File: config.mk
export PLATFORM = sky130hd
export DESIGN_NAME = running_sample_statistics
export DESIGN_NICKNAME = d
export VERILOG_FILES = /design/src/rtl/rss_pkg.sv /design/src/rtl/running_sample_statistics.sv /design/src/rtl/rss_ctrl.sv /design/src/rtl/rss_datapath.sv
export SDC_FILE = /design/constraint.sdc
export NUM_CORES = 2
export LEC_CHECK = 0
export BUFFER_PORTS_ARGS = -buffer_cell sky130_fd_sc_hd__clkbuf_2
export CAP_MARGIN = 20
export CORE_MARGIN = 3
export CORE_UTILIZATION = 30
export CTS_CLUSTER_DIAMETER = 50
export DETAILED_ROUTE_END_ITERATION = 8
export SYNTH_ARGS = -nofsm -noshare
export SYNTH_HDL_FRONTEND = slang
export SYNTH_SLANG_ARGS = --single-unit
export TNS_END_PERCENT = 5
File: constraint.sdc
create_clock -name clk -period 33.6 [get_ports clk]
set_input_delay 6.72 -clock clk [delete_from_list [all_inputs] [get_ports clk]]
set_output_delay 6.72 -clock clk [all_outputs]
set_load 0.02 [all_outputs]
File: src/rtl/rss_pkg.sv
// ----------------------------------------------------------------------------
// Running sample statistics package
// Shared widths, defaults and the command and status structs.
// ----------------------------------------------------------------------------
package rss_pkg;

  localparam int SampleBitsDefault = 16;
  localparam int CountBitsDefault  = 24;

  localparam int CountOutW  = 25;
  localparam int TotalOutW  = 40;
  localparam int SquareOutW = 55;
  localparam int MeanOutW   = 24;
  localparam int DevOutW    = 24;

  // Controller to datapath commands.
  typedef struct packed {
    logic load;     // Latch the sample, update the accumulators, set up the divides.
    logic mean_dv;  // Run one step of the mean division.
    logic var_dv;   // Run one step of the variance division.
    logic sqrt_st;  // Run one step of the square root.
    logic finish;   // Capture the result registers.
  } rss_cmd_t;

  // Datapath to controller status.
  typedef struct packed {
    logic mean_done;
    logic var_done;
    logic sqrt_done;
  } rss_status_t;

endpackage

File: src/rtl/running_sample_statistics.sv
// Sequence with the default widths: a 40-step serial multiply, the 97-step
// variance division (one quotient bit a cycle) and the 32-step square root
// after it.
// Throughput: the block holds one item and takes no new sample until its
// result is taken.
// Reset: synchronous, active high; clears the count, sums, minimum and maximum.
// ----------------------------------------------------------------------------
// Running sample statistics top level
// Running count, sum, sum of squares, extremes, mean and deviation.
// ----------------------------------------------------------------------------
module running_sample_statistics
  import rss_pkg::*;
#(
  parameter int SAMPLE_BITS = SampleBitsDefault,
  parameter int COUNT_BITS  = CountBitsDefault
) (
  input  logic                          clk,
  input  logic                          rst,
  input  logic                          in_valid,
  output logic                          in_ready,
  input  logic signed [SAMPLE_BITS-1:0] sample_value,
  output logic                          out_valid,
  input  logic                          out_ready,
  output logic [CountOutW-1:0]          sample_count,
  output logic signed [TotalOutW-1:0]   running_total,
  output logic [SquareOutW-1:0]         running_square_total,
  output logic signed [SAMPLE_BITS-1:0] smallest_seen,
  output logic signed [SAMPLE_BITS-1:0] largest_seen,
  output logic signed [MeanOutW-1:0]    mean_q8,
  output logic [DevOutW-1:0]            deviation_q8,
  output logic                          count_full
);

  rss_cmd_t    cmd;
  rss_status_t status;

  rss_ctrl u_ctrl (
    .clk, .rst, .in_valid, .in_ready, .out_valid, .out_ready, .cmd, .status
  );

  rss_datapath #(.SAMPLE_BITS(SAMPLE_BITS), .COUNT_BITS(COUNT_BITS)) u_dp (
    .clk, .rst, .cmd, .status, .sample_value, .sample_count, .running_total,
    .running_square_total, .smallest_seen, .largest_seen, .mean_q8,
    .deviation_q8, .count_full
  );

endmodule

File: src/rtl/rss_ctrl.sv
// ----------------------------------------------------------------------------
// Running sample statistics controller
// Sequences load, divisions, square root and result handoff.
// ----------------------------------------------------------------------------
module rss_ctrl
  import rss_pkg::*;
(
  input  logic        clk,
  input  logic        rst,
  input  logic        in_valid,
  output logic        in_ready,
  output logic        out_valid,
  input  logic        out_ready,
  output rss_cmd_t    cmd,
  input  rss_status_t status
);

  typedef enum logic [4:0] {
    S_IDLE = 5'b00001,
    S_DIV  = 5'b00010,
    S_SQRT = 5'b00100,
    S_FIN  = 5'b01000,
    S_OUT  = 5'b10000
  } state_t;

  state_t state, state_next;

  always_comb begin
    state_next = state;
    cmd = '0;
    in_ready = 1'b0;
    out_valid = 1'b0;
    case (state)
      S_IDLE: begin
        in_ready = 1'b1;
        if (in_valid) begin
          cmd.load = 1'b1;
          state_next = S_DIV;
        end
      end
      S_DIV: begin
        cmd.mean_dv = !status.mean_done;
        cmd.var_dv = !status.var_done;
        if (status.mean_done && status.var_done) state_next = S_SQRT;
      end
      S_SQRT: begin
        cmd.sqrt_st = !status.sqrt_done;
        if (status.sqrt_done) state_next = S_FIN;
      end
      S_FIN: begin
        cmd.finish = 1'b1;
        state_next = S_OUT;
      end
      S_OUT: begin
        out_valid = 1'b1;
        if (out_ready) state_next = S_IDLE;
      end
      default: state_next = S_IDLE;
    endcase
  end

  always_ff @(posedge clk) begin
    if (rst) state <= S_IDLE;
    else state <= state_next;
  end

endmodule

File: src/rtl/rss_datapath.sv
// ----------------------------------------------------------------------------
// Running sample statistics datapath
// Accumulators, bit-serial dividers and a digit-by-digit square root.
// ----------------------------------------------------------------------------
module rss_datapath
  import rss_pkg::*;
#(
  parameter int SAMPLE_BITS = SampleBitsDefault,
  parameter int COUNT_BITS  = CountBitsDefault
) (
  input  logic                         clk,
  input  logic                         rst,
  input  rss_cmd_t                     cmd,
  output rss_status_t                  status,
  input  logic signed [SAMPLE_BITS-1:0] sample_value,
  output logic [CountOutW-1:0]         sample_count,
  output logic signed [TotalOutW-1:0]  running_total,
  output logic [SquareOutW-1:0]        running_square_total,
  output logic signed [SAMPLE_BITS-1:0] smallest_seen,
  output logic signed [SAMPLE_BITS-1:0] largest_seen,
  output logic signed [MeanOutW-1:0]   mean_q8,
  output logic [DevOutW-1:0]           deviation_q8,
  output logic                         count_full
);

  localparam int CW   = COUNT_BITS + 1;
  localparam int TW   = SAMPLE_BITS + COUNT_BITS;     // total width
  localparam int SQW  = 2 * SAMPLE_BITS + COUNT_BITS; // square total width
  localparam int MNW  = TW + 8;                       // mean numerator width
  localparam int DW   = 2 * CW;                       // divisor n*(n-1)
  localparam int VNW  = SQW + CW + 16;                // variance numerator width
  localparam int QW   = 64;                           // kept quotient width
  localparam int RW   = DW + 1;
  localparam int SQRT_STEPS = 32;
  localparam int MC_W = $clog2(MNW + 1);
  localparam int VC_W = $clog2(VNW + 1);
  localparam int MUL_STEPS = (TW > CW) ? TW : CW;
  localparam int ML_W = $clog2(MUL_STEPS + 1);

  logic [CW-1:0]         count_reg;
  logic signed [TW-1:0]  total_reg;
  logic [SQW-1:0]        square_total_reg;
  logic signed [SAMPLE_BITS-1:0] minimum_reg, maximum_reg;
  logic                  full_reg;

  // Mean divider state.
  logic [MNW-1:0] mnum;
  logic [CW:0]    mrem;
  logic [MC_W-1:0] mcnt;
  logic           mneg;

  // Variance divider state; the numerator shift register becomes the quotient.
  logic [VNW-1:0] vnum;
  logic [RW-1:0]  vrem;
  logic [DW-1:0]  vden;
  logic [VC_W-1:0] vcnt;
  logic           vovf;
  logic           vzero;

  // Square root state.
  logic [QW-1:0]  sx;
  logic [QW/2+1:0] srem;
  logic [QW/2-1:0] sroot;
  logic [5:0]     scnt;

  logic signed [2*SAMPLE_BITS-1:0] sq;
  logic [CW-1:0] count_next;
  logic signed [TW-1:0] total_next;
  logic [SQW-1:0] sqt_next;
  logic [TW-1:0] mag_next;
  logic [MNW-1:0] mmag;

  // The variance products and n*(n-1) are built by shift and add, one
  // multiplier bit a cycle, before the long division starts.
  logic [VNW-1:0]  prod_a, prod_b;
  logic [VNW-1:0]  adda, addb;
  logic [DW-1:0]   addd;
  logic [CW-1:0]   mula;
  logic [TW-1:0]   mulb;
  logic [ML_W-1:0] mlcnt;
  logic [TW-1:0]   vmag;
  logic            vinit;

  assign sq = sample_value * sample_value;
  assign count_next = count_reg + CW'(1);
  assign total_next = total_reg + TW'(sample_value);
  assign sqt_next = square_total_reg + SQW'($unsigned(sq));
  assign mag_next = total_next[TW-1] ? TW'(-total_next) : TW'(total_next);
  assign mmag = {mag_next, 8'd0};
  assign vmag = total_reg[TW-1] ? TW'(-total_reg) : TW'(total_reg);

  always_ff @(posedge clk) begin
    if (rst) begin
      count_reg <= '0;
      total_reg <= '0;
      square_total_reg <= '0;
      minimum_reg <= '0;
      maximum_reg <= '0;
    end else if (cmd.load && !count_reg[CW-1]) begin
      count_reg <= count_next;
      total_reg <= total_next;
      square_total_reg <= sqt_next;
      if (count_reg == '0) begin
        minimum_reg <= sample_value;
        maximum_reg <= sample_value;
      end else if (sample_value < minimum_reg) begin
        minimum_reg <= sample_value;
      end else if (sample_value > maximum_reg) begin
        maximum_reg <= sample_value;
      end
    end
  end

  // Mean: restoring division of |total*256| by count, one bit a cycle.
  logic [CW:0] mtrial;
  assign mtrial = {mrem[CW-1:0], mnum[MNW-1]};

  always_ff @(posedge clk) begin
    if (cmd.load) begin
      full_reg <= count_reg[CW-1];
      mcnt <= '0;
      if (count_reg[CW-1]) begin
        mnum <= {(total_reg[TW-1] ? TW'(-total_reg) : TW'(total_reg)), 8'd0};
        mneg <= total_reg[TW-1];
      end else begin
        mnum <= mmag;
        mneg <= total_next[TW-1];
      end
      mrem <= '0;
    end else if (cmd.mean_dv) begin
      if (mtrial >= {1'b0, count_reg}) begin
        mrem <= mtrial - {1'b0, count_reg};
        mnum <= {mnum[MNW-2:0], 1'b1};
      end else begin
        mrem <= mtrial;
        mnum <= {mnum[MNW-2:0], 1'b0};
      end
      mcnt <= mcnt + MC_W'(1);
    end
  end

  // Variance: serial products, then the difference, then long division.
  logic [VNW-1:0] vdiff;
  logic [RW-1:0]  vtrial;
  assign vdiff = prod_a - prod_b;
  assign vtrial = {vrem[RW-2:0], vnum[VNW-1]};

  always_ff @(posedge clk) begin
    if (cmd.load) begin
      vinit <= 1'b1;
      vcnt <= '0;
      vrem <= '0;
    end else if (cmd.var_dv) begin
      if (vinit) begin
        mula <= count_reg;
        adda <= VNW'(square_total_reg);
        addd <= DW'(count_reg - CW'(1));
        mulb <= vmag;
        addb <= VNW'(vmag);
        prod_a <= '0;
        prod_b <= '0;
        vden <= '0;
        mlcnt <= '0;
        vzero <= count_reg < CW'(2);
        vinit <= 1'b0;
        vcnt <= VC_W'(1);
      end else if (vcnt == VC_W'(1)) begin
        if (mlcnt == ML_W'(MUL_STEPS)) begin
          vcnt <= VC_W'(2);
        end else begin
          if (mula[0]) begin
            prod_a <= prod_a + adda;
            vden <= vden + addd;
          end
          if (mulb[0]) prod_b <= prod_b + addb;
          mula <= mula >> 1;
          mulb <= mulb >> 1;
          adda <= adda << 1;
          addd <= addd << 1;
          addb <= addb << 1;
          mlcnt <= mlcnt + ML_W'(1);
        end
      end else if (vcnt == VC_W'(2)) begin
        vzero <= vzero || (prod_a < prod_b);
        vnum <= VNW'({vdiff[VNW-17:0], 16'd0});
        vcnt <= VC_W'(3);
      end else begin
        if (!vzero && vtrial >= {1'b0, vden}) begin
          vrem <= vtrial - {1'b0, vden};
          vnum <= {vnum[VNW-2:0], 1'b1};
        end else begin
          vrem <= vtrial;
          vnum <= {vnum[VNW-2:0], 1'b0};
        end
        vcnt <= vcnt + VC_W'(1);
      end
    end
  end

  assign status.mean_done = !cmd.load && (mcnt == MC_W'(MNW));
  assign status.var_done = !vinit && (vcnt == VC_W'(VNW + 3));

  // Square root: two radicand bits a step, restoring.
  logic [QW/2+1:0] strial;
  logic [QW/2+1:0] sdiv;
  assign strial = {srem[QW/2-1:0], sx[QW-1:QW-2]};
  assign sdiv = {sroot, 2'b01};

  always_ff @(posedge clk) begin
    if (cmd.load) begin
      scnt <= '0;
    end else if (cmd.sqrt_st) begin
      if (scnt == '0) begin
        sx <= vnum[QW-1:0];
        vovf <= (VNW > QW) ? (|(vnum >> QW)) : 1'b0;
        srem <= '0;
        sroot <= '0;
        scnt <= 6'd1;
      end else begin
        if (strial >= sdiv) begin
          srem <= strial - sdiv;
          sroot <= {sroot[QW/2-2:0], 1'b1};
        end else begin
          srem <= strial;
          sroot <= {sroot[QW/2-2:0], 1'b0};
        end
        sx <= {sx[QW-3:0], 2'b00};
        scnt <= scnt + 6'd1;
      end
    end
  end

  assign status.sqrt_done = (scnt == 6'(SQRT_STEPS + 1));

  logic [MNW-1:0] mq;
  assign mq = mneg ? MNW'(-mnum) : mnum;

  always_ff @(posedge clk) begin
    if (cmd.finish) begin
      sample_count <= CountOutW'(count_reg);
      running_total <= TotalOutW'(total_reg);
      running_square_total <= SquareOutW'(square_total_reg);
      smallest_seen <= minimum_reg;
      largest_seen <= maximum_reg;
      mean_q8 <= MeanOutW'(mq);
      count_full <= full_reg;
      if (vzero) deviation_q8 <= '0;
      else if (vovf || (|sroot[QW/2-1:DevOutW])) deviation_q8 <= '1;
      else deviation_q8 <= sroot[DevOutW-1:0];
    end
  end

endmodule

==> Yosys cells after proc, flatten, opt, wreduce, memory -nomap -nowiden <==
Cells that the tools add are included.
{ "totals": {"output_inout_bits": 203, "in_bits": 20, "regBits": 1290, "word_cells": 195} }
{ "op_classes": {"n_mux": 67, "addsub": 18, "bitwise": 4, "n_reduce_logical": 37, "magnitude_cmp": 7, "n_mul": 1, "n_eq_ne": 19} }
{ "op_table": {"columns": ["operator", "n"], "rows": [
  ["97-bit 2-to-1 mux", 11],
  ["50-bit 2-to-1 mux", 7],
  ["40-bit 2-to-1 mux", 6],
  ["97-bit adder", 2],
  ["48-bit 2-to-1 mux", 3],
  ["25-bit 2-to-1 mux", 4],
  ["97-bit < comparator", 1],
  ["81-bit subtractor", 1],
  ["16-bit 2-to-1 mux", 5],
  ["40-bit negator", 2],
  ["64-bit 2-to-1 mux", 1],
  ["56-bit by 32-bit adder with 56-bit output", 1],
  ["56-bit 2-to-1 mux", 1],
  ["51-bit by 50-bit >= comparator with 1-bit output", 1],
  ["50-bit adder", 1],
  ["50-bit subtractor", 1],
  ["24-bit 2-to-1 mux", 2],
  ["40-bit by 16-bit adder with 40-bit output", 1],
  ["34-bit >= comparator", 1],
  ["33-bit OR reduction", 1],
  ["16-bit by 16-bit multiplier with 32-bit output", 1],
  ["32-bit 2-to-1 mux", 1],
  ["32-bit subtractor", 1],
  ["7-bit 2-to-1 mux", 4],
  ["other kinds (39)", 93]
]} }

==> Depth between registers and ports, before layout <==
{ "depth": {"word_depth": 8, "mapped_depth": 39, "depth_no_buf": 38} }

==> Hierarchy <==
From an unflattened synthesis, not the netlist that was laid out.
{ "unflattened": {"hier_cells": 9560, "hier_area_um2": 90326.6} }
{ "by_module_without_submodules": {"columns": ["mod", "n_inst", "cells_per_inst", "seq_area_each_um2", "area_each_um2"], "rows": [
  ["rss_datapath", 1, 9521, 36104.6, 89981.3],
  ["rss_ctrl", 1, 39, 100.1, 345.3]
]} }

==> Worst setup path after synthesis <==
OpenSTA, ideal clock, no wires.
{ "synth_timing": {"kind": "reg2reg", "start": "register u_dp.vinit", "end": "register u_dp.prod_a[0] (enable)", "slack_ns": 4.736, "n_path_buf": 1, "arrival_time_ns": 28.345, "required_ns": 33.081, "setup_ns": 0.519, "synth_period_minus_slack_ns": 28.864, "path_stages_with_launch": 7, "path_cell_list": "dfxtp_1 > clkbuf_1 > inv_1 > and4_1 > a31oi_1 > a21boi_0 > o21a_1"} }
{ "synth_via": {"elab_chain_len": 5, "word_cells_on_any_way": 8, "cone_classes": "eq/ne: 1; mux: 1; reduce/logical: 6"} }
{ "synth_lines": {"columns": ["item", "line", "rtl"], "rows": [
  ["from (decl)", "rss_datapath.sv:82", "logic vinit;"],
  ["from (signal assigned)", "rss_datapath.sv:150", "vinit <= 1'b1;"],
  ["from (signal assigned)", "rss_datapath.sv:165", "vinit <= 1'b0;"],
  ["1-bit zero test", "rss_datapath.sv:201", "assign status.var_done = !vinit && (vcnt == VC_W'(VNW + 3));"],
  ["1-bit logical AND", "rss_datapath.sv:201", null],
  ["1-bit zero test", "rss_ctrl.sv:43", "cmd.var_dv = !status.var_done;"],
  ["2-bit 2-to-1 mux", "rss_ctrl.sv:33", "case (state)"],
  ["5-bit AND reduction (no line) *", null, null],
  ["to (signal assigned)", "rss_datapath.sv:172", "prod_a <= prod_a + adda;"],
  ["to (decl)", "rss_datapath.sv:75", "logic [VNW-1:0] prod_a, prod_b;"]
]} }
Mark *: on every way between the ends. The rest lies on a longest branch, timed or not.
A chain may end at the register's enable or synchronous reset.

==> Worst setup path in the final report <==
{ "layout_timing": {"start": "input port sample_value[15]", "end": "register u_dp.square_total_reg[55]"} }
{ "layout_via": {"elab_chain_len": 2} }
{ "layout_lines": {"columns": ["item", "line", "rtl"], "rows": [
  ["from (decl)", "running_sample_statistics.sv:21", "input logic signed [SAMPLE_BITS-1:0] sample_value,"],
  ["16-bit by 16-bit multiplier with 32-bit output", "rss_datapath.sv:84", "assign sq = sample_value * sample_value;"],
  ["56-bit by 32-bit adder with 56-bit output", "rss_datapath.sv:87", "assign sqt_next = square_total_reg + SQW'($unsigned(sq));"],
  ["to (signal assigned)", "rss_datapath.sv:102", "square_total_reg <= sqt_next;"],
  ["to (decl)", "rss_datapath.sv:42", "logic [SQW-1:0] square_total_reg;"]
]} }
Every way passes these cells.

==> results summary <==
CTS built an H-tree with a depth of 4. At the worst endpoint, the required time is approximately 34 ns. The height of the chip is around 550 um. Counting tap cells, the placed design contains a total of approximately 13000 instances. For this run, the slowest stage of the critical path takes between 0.7 and 0.8 ns.

For this configuration, the core starts out at a cell density of a little under a third. The worst-case headroom to the max-slew limit is 20.6%. The portion of netlist area occupied by mux cells came out at between 2 and 2.5%. The maximum clock insertion buffer count is 4.

Synthesis produced a netlist with a net count of 10400. Static timing analysis puts the maximum clock frequency at about 0.065 GHz. The clock net in this run drives a total of approximately 1300 sinks. Tracing the worst setup path back leads to its startpoint at sample_value[15]. The number of buffers inserted during clock tree synthesis is 177. The leakage power is 41.7 nW. Measured along the x axis, the die boundary spans between 500 and 600 um.

The number of synthesized flops with an enable pin is between 1000 and 1500. The kind of end point of the critical path is a flop. The worst setup path is launched from an input pin. The final cycle utilization of the critical path is 45.8%. The aggregate negative setup slack is 0 ns. The count of vias placed by the detailed router came out at roughly 69000. The run finished with clean final reports.

The post-layout net count is approximately 10000. Hold is met by 0.427 ns. At the end of routability-driven placement, the weighted congestion stood at approximately 0.90. The class of the tightest hold or removal check is reg2reg. The commonest register cell after synthesis is edfxtp_1. The detail-routed via count per cell is ~5.1. Summing the areas of all compound-gate instances in the mapped netlist gives between 10% and 20% of the synthesized area. The cell at the root of the clock tree is clkbuf_16.

Clock skew on the completed layout was measured at roughly 0.063 ns. The total wirelength of the detailed-routed design is around 250000 um. Synthesis produced a netlist whose cell count is 9504. The mean instance size in the synthesized netlist came out at roughly 9.5 um2.

The type of the worst setup path is in2reg. The I/O pin total came out at between 200 and 250. The number of failing hold endpoints at the final stage is 0.

IR analysis of the VDD net gives a maximum drop of 0.175 mV. The number of inserted diodes came out at 0. After synthesis, the cell types taking the most area are edfxtp_1, ha_1, dfxtp_1.

Entering global routing, the biggest net connects around 180 pins. Relative to the synthesized area, the layout overhead comes to 12.6%. The quantity of gates resized following cts is 0.

The library cell contributing the largest single delay on the critical path is fa_1. After Yosys synthesis, full adders, half adders and majority gates account for around 15% of the synthesized area. Across the run, the number of max-cap violations was 0. The clock-pin slew reported for the worst setup and hold paths after clock tree synthesis is around 0.060 ns. The wire length of the first global-routing pass came out at approximately 390000 um. edfxtp_1 takes more of the synthesized area than any other cell.

After synthesis, the largest family of logic cells by area is compound AO/OA/AOI/OAI gates. Power spread over the standard cell area amounts to 103 nW/um2. During synthesis, Yosys emitted a total of 0 warnings. The setup fix buffers added after clock tree synthesis is 0. The total DRC errors in the routed layout is 0. After detailed routing, the average wire length per cell comes to 18.0 um. The slew at the pin closest to its max-slew limit is 1.19 ns. The area enclosed by the die boundary came out at 307000 um2. The cell row count came out at 200. The post-synthesis instance area came out at 90100 um2. The CTS tree is yes. Setup repair after global routing left no endpoint under its margin. The final max-slew violation count is 0. The reg2reg setup slack came out at 28.12 ns. The cell with the most instances on the worst path is fa_1. The detailed router's first-iteration violation count came out at 5143. The proportion of layout cells with a drive suffix above 1 came out at a little under 8%. Summed over its instances, the top area cell type makes up between 30% and 40% of the synthesized netlist area.

The number of non-filler instances in the completed layout came out at approximately 14000. The via count of the first global-routing pass came out at 67100. Port buffering added about 220 buffers.

The distinct cell type count of the synthesized netlist is 99. In this run, synthesis produced a sequential element count of approximately 1300. The estimated wirelength of the detail-placed design is approximately 180000 um. Global routing used between 15 and 20% of the available tracks across all layers. The biggest fanout along the worst timing path is 28. The part of the Yosys area used for sequential elements is around two fifths. The fraction of the core area covered by cells at the end of the flow is between 30% and 40%. The total of endpoints with negative setup slack in the final report is 0. The proportion of synthesized flip-flops having asynchronous set or reset is 0%.

The startpoint identified for the worst register-to-register timing path is u_dp.addb[11]. The area of the core is roughly 300000 um2. The worst hold path startpoint is u_dp.full_reg. The remaining global-route overflow is 0. The data arrival time of the critical path is around 16 ns. The routed design could run at a clock period as short as 15.38 ns. Once detail routing completed, the nets flagged for antenna violations numbered 0. The length of the first detailed-routing pass in iterations came out at 5.

The top cell types in the final layout, fill and taps aside, are edfxtp_1, nand2_1, nor2_1. Leaving out fill and tap cells, the most frequent cell in the layout is edfxtp_1. The simple-gate share of the synthesized area is roughly 15%. The initial antenna violation count is 7. At the later pin of the worst-skew pair, clock insertion delay measures between 0.8 and 0.9 ns.

In this run, post-CTS hold repair placed 0 buffers. The total power is 10.4 mW. The post-synthesis xor/xnor area fraction is approximately 6.3%.
critical path, delay by kind of cell:
| family | cells | cell delay [ns] |
|---|---|---|
| compound gates | 12 | 2.27 |
| xor+xnor | 1 | 0.09 |
| fa+ha+maj | 8 | 4.01 |
| buf+inv | 7 | 1.63 |
| simple gates | 7 | 1.37 |
cell usage after synthesis (100+ instances only):
master,instances
ha_1,655
nand3_1,185
a21o_1,366
o21a_1,144
o21ai_0,512
nand2_1,982
xnor2_1,394
nor2b_1,173
clkbuf_1,400
xor2_1,257
edfxtp_1,1037
nor2_1,844
nand4_1,162
mux2i_1,100
dfxtp_1,253
and2_1,104
fa_1,246
inv_1,751
nor3_1,126
a21oi_1,706
metal layers:
metal	track usage [%]	vias to the layer above	part of all wire (%)
li1	-	33900	-
met1	22.6	33300	49
met2	24.2	1695	44
met3	2.30	302	5.5
met4	3.58	0	2.1
met5	0	-	0
report_power, final:
group / internal, mW / switching, mW
clock network: 1.23 / 0.783
registers: 2.10 / 0.225
logic: 2.51 / 3.55
metrics by stage:
stage	instance area, um2	setup WS (ns)
after global routing	101000	17.57
final	101000	18.22
after CTS	101000	18.28
after global placement	95000	17.45
after floorplan	90100	4.74
after detailed placement	95000	17.40
cell type report:
type,count,area (um2)
Fill cell,30500,196000
Multi-Input combinational cell,7033,49500
Tap cell,3939,4930
Sequential cell,1290,36200
Clock buffer,205,4750
Inverter,753,2830
Timing Repair Buffer,279,1620
Clock inverter,115,1520
kinds of logic (layout without fill, tap and decap cells):
family	Yosys count	in the layout
and+or+nand+nor	2903	2903
buffers and inverters	1181	1352
adders and majority gates	901	901
AOI/OAI and AO/OA	2383	2383
DFF	1290	1290
xor gates and xnor gates	652	652
muxes	194	194
final timing paths:
path / end / depth (start not counted)
worst max-delay path: u_dp.square_total_reg[55] / 35
worst min-delay path: u_dp.count_full / 0
worst max register to register: u_dp.prod_b[92] / 13
worst min register to register: u_dp.count_full / 0
Power figures use the tool's default switching activity.
